--- src/mep_pkg.sv ---
`default_nettype none
package mep_pkg;

   localparam int MAX_DIM_DEFAULT   = 4096;
   localparam int FRAC_BITS_DEFAULT = 28;

   localparam int POS_W   = 12;
   localparam int DIM_W   = 13;
   localparam int CNT_W   = 16;
   localparam int COLOR_W = 8;
   localparam int CSR_W   = 16;
   localparam int T_W     = 16;

   localparam logic [CSR_W-1:0] DIM_RESET   = 16'd1000;
   localparam logic [CSR_W-1:0] LIMIT_RESET = 16'd1000;

   localparam logic [11:0] K_RED   = 12'd2295;
   localparam logic [11:0] K_GREEN = 12'd3825;
   localparam logic [12:0] K_BLUE  = 13'd4335;

   typedef enum logic [1:0] {
      CSR_IMAGE_WIDTH     = 2'd0,
      CSR_IMAGE_HEIGHT    = 2'd1,
      CSR_ITERATION_LIMIT = 2'd2,
      CSR_UNUSED          = 2'd3
   } csr_index_type;

   typedef enum logic [1:0] {
      ORB_IDLE,
      ORB_MUL,
      ORB_UPD
   } orb_state_type;

   typedef enum logic [3:0] {
      TOP_IDLE,
      TOP_DIVX,
      TOP_DIVY,
      TOP_CWAIT,
      TOP_ORBIT,
      TOP_TDIV,
      TOP_TWAIT,
      TOP_PAL,
      TOP_OUT
   } top_state_type;

   typedef struct packed {
      logic             done;
      logic [CNT_W-1:0] count;
   } orb_status_type;

endpackage
`default_nettype wire

--- src/mep_div_cell.sv ---
`default_nettype none
module mep_div_cell #(
   parameter int DW = 42
) (
   input  wire logic                      clock,
   input  wire logic                      reset,
   input  wire logic                      valid_in,
   input  wire logic [mep_pkg::CSR_W-1:0] rem_in,
   input  wire logic [DW-1:0]             word_in,
   input  wire logic [mep_pkg::CSR_W-1:0] divisor_in,
   output logic                           valid_out,
   output logic [mep_pkg::CSR_W-1:0]      rem_out,
   output logic [DW-1:0]                  word_out,
   output logic [mep_pkg::CSR_W-1:0]      divisor_out
);
   logic                      valid_ff;
   logic [mep_pkg::CSR_W-1:0] rem_ff, rem_in_c;
   logic [DW-1:0]             word_ff, word_in_c;
   logic [mep_pkg::CSR_W-1:0] divisor_ff;
   logic [mep_pkg::CSR_W:0]   trial;
   logic [mep_pkg::CSR_W:0]   diff;
   logic                      take;

   always_comb begin
      trial     = {rem_in, word_in[DW-1]};
      diff      = trial - {1'b0, divisor_in};
      take      = (trial >= {1'b0, divisor_in});
      rem_in_c  = take ? diff[mep_pkg::CSR_W-1:0] : trial[mep_pkg::CSR_W-1:0];
      word_in_c = {word_in[DW-2:0], take};
   end

   always_ff @(posedge clock) begin
      if (reset) begin
         valid_ff <= 1'b0;
      end else begin
         valid_ff <= valid_in;
      end
      rem_ff     <= rem_in_c;
      word_ff    <= word_in_c;
      divisor_ff <= divisor_in;
   end

   assign valid_out   = valid_ff;
   assign rem_out     = rem_ff;
   assign word_out    = word_ff;
   assign divisor_out = divisor_ff;
endmodule
`default_nettype wire

--- src/mep_divider.sv ---
`default_nettype none
module mep_divider #(
   parameter int DW = 42
) (
   input  wire logic                      clock,
   input  wire logic                      reset,
   input  wire logic                      valid_in,
   input  wire logic [DW-1:0]             dividend,
   input  wire logic [mep_pkg::CSR_W-1:0] divisor,
   output logic                           valid_out,
   output logic [DW-1:0]                  quotient
);
   logic                      valid_chain   [0:DW];
   logic [mep_pkg::CSR_W-1:0] rem_chain     [0:DW];
   logic [DW-1:0]             word_chain    [0:DW];
   logic [mep_pkg::CSR_W-1:0] divisor_chain [0:DW];

   assign valid_chain[0]   = valid_in;
   assign rem_chain[0]     = '0;
   assign word_chain[0]    = dividend;
   assign divisor_chain[0] = divisor;

   for (genvar i = 0; i < DW; i++) begin : g_cell
      mep_div_cell #(.DW(DW)) u_cell (
         .clock       (clock),
         .reset       (reset),
         .valid_in    (valid_chain[i]),
         .rem_in      (rem_chain[i]),
         .word_in     (word_chain[i]),
         .divisor_in  (divisor_chain[i]),
         .valid_out   (valid_chain[i+1]),
         .rem_out     (rem_chain[i+1]),
         .word_out    (word_chain[i+1]),
         .divisor_out (divisor_chain[i+1])
      );
   end

   assign valid_out = valid_chain[DW];
   assign quotient  = word_chain[DW];
endmodule
`default_nettype wire

--- config.mk ---
export PLATFORM = sky130hd
export DESIGN_NAME = mep_divider
export DESIGN_NICKNAME = d
export VERILOG_FILES = /design/src/mep_pkg.sv /design/src/mep_div_cell.sv /design/src/mep_divider.sv
export SDC_FILE = /design/constraint.sdc
export NUM_CORES = 2
export LEC_CHECK = 0
export BUFFER_PORTS_ARGS = -buffer_cell sky130_fd_sc_hd__buf_2
export CAP_MARGIN = 10
export CORE_MARGIN = 8
export CORE_UTILIZATION = 66
export CTS_BUF_LIST = sky130_fd_sc_hd__clkbuf_8
export DETAILED_ROUTE_END_ITERATION = 12
export PLACE_DENSITY = 0.94
export RECOVER_POWER = 50
export REMOVE_ABC_BUFFERS = 1
export SLEW_MARGIN = 20
export SYNTH_ARGS = -nofsm -noshare
export SYNTH_HDL_FRONTEND = slang
export SYNTH_HIERARCHICAL = 1
export SYNTH_SLANG_ARGS = --single-unit
export TNS_END_PERCENT = 1
--- constraint.sdc ---
create_clock -name clock -period 5.35 [get_ports clock]
set_clock_uncertainty 0.05 [all_clocks]
set_input_delay 0.2675 -clock clock [delete_from_list [all_inputs] [get_ports clock]]
set_output_delay 0.2675 -clock clock [all_outputs]
set_load 0.02 [all_outputs]
After elaboration in Yosys (flattened, before gate mapping). Cells that the tools add are included.

Flip-flop bits (word level): 3118. Output and inout port bits: 43. Word-level logic and storage cells: 291.

Add/sub/neg operators: 41. $lt $le $gt $ge: 42. Mux-type cells: 41.

Operators with widths (number): $ge A17 B16 Y1 (41); $mux W16 (40); $sub A16 B16 Y16 (40); $ge A1 B16 Y1 (1); $sub A1 B16 Y16 (1); $mux W1 (1).

Depth between registers and ports, before layout.
Depth after elaboration: 2. Depth in mapped cells: 12.

By module. Netlist, hierarchy kept.

Modules (own cells, without submodules): mep_div_cell (g_cell[16].u_cell ...) (times used 28, cells each 228, area each 2683.8 sq um); mep_div_cell (g_cell[0].u_cell ...) (times used 12, cells each 231, area each 2695.1 sq um); mep_div_cell (g_cell[27].u_cell) (times used 1, cells each 232, area each 2672.6 sq um); mep_div_cell (g_cell[30].u_cell) (times used 1, cells each 234, area each 2666.3 sq um); mep_divider (times used 1, cells each 1, area each 3.8 sq um).

Worst setup path before layout. No wires, ideal clock.

Path type: register to register. Start point: register g_cell[15].u_cell.divisor_ff (netlist bit g_cell[15].u_cell/divisor_out[12]). End point: register g_cell[16].u_cell.rem_ff (netlist bit g_cell[16].u_cell/rem_out[10]). Setup time: 0.121 ns. Data arrival time: 2.447 ns. Setup slack: 2.731 ns. Cell stages (with the launch flop): 13. Path buffers: 4. Period minus slack after synthesis: 2.619 ns. Path through: dfxtp_1 inv_1 ha_1 buf_6 and2_4 buf_6 a221o_1 a221oi_4 and2_1 buf_6 inv_4 buf_12 mux2_4.

Cells in the longest elaborated chain, start to end: 2.

Ends and longest elaborated chain: from (decl) (RTL line mep_div_cell.sv:19) `logic [mep_pkg::CSR_W-1:0] divisor_ff;`; from (signal assigned) (RTL line mep_div_cell.sv:40) `divisor_ff <= divisor_in;`; $ge A17 B16 Y1 (RTL line mep_div_cell.sv:27) `take = (trial >= {1'b0, divisor_in});`; via g_cell[16].u_cell.take (RTL line mep_div_cell.sv:22) `logic take;`; $mux W16 (RTL line mep_div_cell.sv:28) `rem_in_c = take ? diff[mep_pkg::CSR_W-1:0] : trial[mep_pkg::CSR_W-1:0];`; via g_cell[16].u_cell.rem_in_c, one bit (RTL line mep_div_cell.sv:17) `logic [mep_pkg::CSR_W-1:0] rem_ff, rem_in_c;`; to (signal assigned) (RTL line mep_div_cell.sv:38) `rem_ff <= rem_in_c;`; to (decl) (RTL line mep_div_cell.sv:17).

The timed path passes the listed nets, and every way through them passes these cells. A chain may end at the register's enable or synchronous reset.

Worst setup path in the final report.
Start point: register g_cell[0].u_cell.divisor_ff (netlist bit g_cell[0].u_cell/divisor_out[3]). End point: register g_cell[1].u_cell.rem_ff (netlist bit g_cell[1].u_cell/rem_out[2]).

Cells in the longest elaborated chain, start to end: 2.

Ends and longest elaborated chain (RTL line): from (decl) (mep_div_cell.sv:19); from (signal assigned) (mep_div_cell.sv:40); $ge A17 B16 Y1 (mep_div_cell.sv:27); $mux W16 (mep_div_cell.sv:28); via g_cell[1].u_cell.rem_in_c, one bit (mep_div_cell.sv:17); to (signal assigned) (mep_div_cell.sv:38); to (decl) (mep_div_cell.sv:17).

The timed path passes the listed nets, and every way through them passes these cells.

==> reports/results.ini <==
[worst_setup_path]
rrSetupSlack_ps = 2070
cp.required_ps = 6240
crit_path_end_kind = flip-flop
critPathKind = reg -> reg
r2r-end = g_cell[1].u_cell/rem_out[2]$_DFF_P_
reg2reg_from = g_cell[0].u_cell/divisor_out[3]$_DFF_P_
start_kind = flip-flop
worst_ep_arrival_time_ps = 4170
cp_max_fo = 11
r2r_cells = 8

[hold_path]
hp-start = divisor[1]
hold_path.class = in -> reg
hold_depth = 4
worstHoldEndpoint = g_cell[0].u_cell/rem_out[1]$_DFF_P_

[clocking]
cts_buffer_depth = 4
cts_resized = 0
post_cts_buffers = 0
root_buffer = clkbuf_8
clock-sinks = 3118
cts_tree = built
ctsHtreeMaxLevel = 5
path_clk_slew_ps = 60
clk_latency_ps = 1110
hold_buffers = 120
cts_buffers = 459

[timing]
fmax_mhz = 305
rsz0062_at_grt = no
worstMarginPinSlew_ps = 812
hold_viol = 0
period_minus_slack_ps = 3280
post-route-period-util_pct = 61.2
slew-limit-headroom_pct = 45.8
setup_viol_count_final = 0
timing.setup.tns_ps = 0
report.final.slew_viol_count = 0

[route]
drtIter0Drc = 4921
ant_nets = 0
dr.pass1.iters = 8
drt-total-wl_um = 232000
num_vias = 71100
drc = 0
wire_per_inst_um = 18.5
via_per_inst = 5.65

[placement]
gp_congestion = 0.919
dp.final_hpwl_um = 160000
dpl-instance-area_um2 = 113000
io_buffers = 103

[power]
seq_power_share_pct = 38.2
p_leak_nw = 57.8
swShare_pct = 34.3
switchingPower_mw = 30.0
cellPowerDensity_nw_per_um2 = 708
intPower_mw = 57.4
power.combinational.fraction_pct = 39.2
clkPwrFrac_pct = 22.5
ir_drop_mv = 0.351
power_mw = 87.5

[global_route]
antenna_found_initial = 5
grt_max_degree = 43
track_usage_pct = 24.7
grt_pass1_wl_um = 372000
grt_pass1_vias = 72000
gr-total-overflow = 0

[finish]
stdcell_area_um2 = 124000
synthToLayoutAreaGrowth_pct = 10.9
finalNetCount = 10800
n_fill_cell = 11000
drive_above_1_share_pct = 14.2

[die]
fp.dieH_um = 427
core_um2 = 169000
rows = 151
io-pin-count = 104
dieArea_um2 = 182000
die_x_um = 427
initial_utilization_pct = 66.1

[logic_synthesis]
avgSynthCellArea_um2 = 11.7
ys_warn_count = 6
synth_area_um2 = 111000
postSynthCellCount = 9497

[status]
status = completed

[job]
cap_violations = 0

==> through the flow <==
step                util, %  std cells  hold slack [ps]  worst slack, ps
floorplan                 -       9319              245             2780
global placement       66.9      11600              260             2140
detailed placement     66.9      11600              262             2150
CTS                    73.4      12600             4.65             2130
global route           73.4      12600              119             1990
finish                 73.4      12600              163             2070
==> worst max path at each step <==
stage                                             start                               endpoint  slack (ps)
6_report        g_cell[0].u_cell/divisor_out[3]$_DFF_P_    g_cell[1].u_cell/rem_out[2]$_DFF_P_        2070
3_3_place_gp    g_cell[0].u_cell/divisor_out[3]$_DFF_P_   g_cell[1].u_cell/rem_out[12]$_DFF_P_        2140
2_1_floorplan  g_cell[15].u_cell/divisor_out[8]$_DFF_P_  g_cell[16].u_cell/rem_out[10]$_DFF_P_        2780
3_5_place_dp    g_cell[0].u_cell/divisor_out[8]$_DFF_P_   g_cell[1].u_cell/rem_out[12]$_DFF_P_        2150
5_1_grt         g_cell[0].u_cell/divisor_out[8]$_DFF_P_    g_cell[1].u_cell/rem_out[2]$_DFF_P_        1990
4_1_cts         g_cell[0].u_cell/divisor_out[8]$_DFF_P_   g_cell[1].u_cell/rem_out[12]$_DFF_P_        2130
==> worst max-delay path, cell delays in order (launching register included) <==
cell,delay (ps)
dfxtp_1,320
inv_1,40
ha_1,360
a21o_1,220
o31a_1,400
o2111ai_1,710
and2_1,520
inv_4,190
mux2_4,340
==> cells in the final DEF, fill, tap and decap left out, types with 65 or more instances in the layout <==
| master | instances |
|---|---|
| o31ai_1 | 145 |
| mux2i_1 | 76 |
| o21ai_0 | 310 |
| a21boi_0 | 86 |
| mux2_4 | 305 |
| and3b_1 | 69 |
| o211a_1 | 69 |
| buf_2 | 103 |
| clkbuf_8 | 564 |
| a21oi_1 | 175 |
| ha_1 | 672 |
| inv_1 | 954 |
| o211ai_1 | 71 |
| dlygate4sd3_1 | 120 |
| xor2_1 | 131 |
| mux2_2 | 120 |
| o21a_1 | 216 |
| nor2b_1 | 106 |
| a21o_1 | 210 |
| and2_1 | 88 |
| nor2_1 | 473 |
| dfxtp_1 | 3118 |
| a211o_1 | 89 |
| xnor2_1 | 230 |
| clkinv_2 | 65 |
| nor3_1 | 80 |
| nand4_1 | 86 |
| and3_1 | 89 |
| nand2_1 | 222 |
| a211oi_1 | 112 |
| nand3_1 | 286 |
==> sequential cells by signal (all words and copies together), names as in the netlist <==
register	flops
g_cell.u_cell/divisor_out	656
g_cell.u_cell/word_out	1764
g_cell.u_cell/valid_out	42
g_cell.u_cell/rem_out	656
==> power by group through the flow <==
| stage | sequential [mW] | clock [mW] | combinational (mW) |
|---|---|---|---|
| floorplan | 32.4 | 0 | 26.9 |
| global placement | 33.6 | 0 | 32.4 |
| detailed placement | 33.8 | 0 | 33.3 |
| CTS | 33.4 | 20.2 | 33.8 |
| global route | 33.9 | 21.3 | 37.2 |
| finish | 33.4 | 19.7 | 34.3 |
==> layout make-up <==
cell class / count / area, um2 / share of cell area [%]
diodes: 6 / 15.0 / 0.0121
clock inverters: 249 / 1930 / 1.56
multi-input cells: 5340 / 43700 / 35.3
repair buffers: 223 / 1720 / 1.39
inverters: 861 / 3310 / 2.68
well taps: 2218 / 2780 / 2.24
flip-flops and latches: 3118 / 62400 / 50.5
clock buffers: 564 / 7760 / 6.28
==> routing by layer <==
metal,routed length [um],vias up,global-route usage (%)
met2,114000,2236,43.6
met1,98100,33900,30.2
met5,27,-,0
met3,11700,611,4.10
met4,8210,4,9.83
li1,-,34300,-
(Power assumes the default switching activity.)
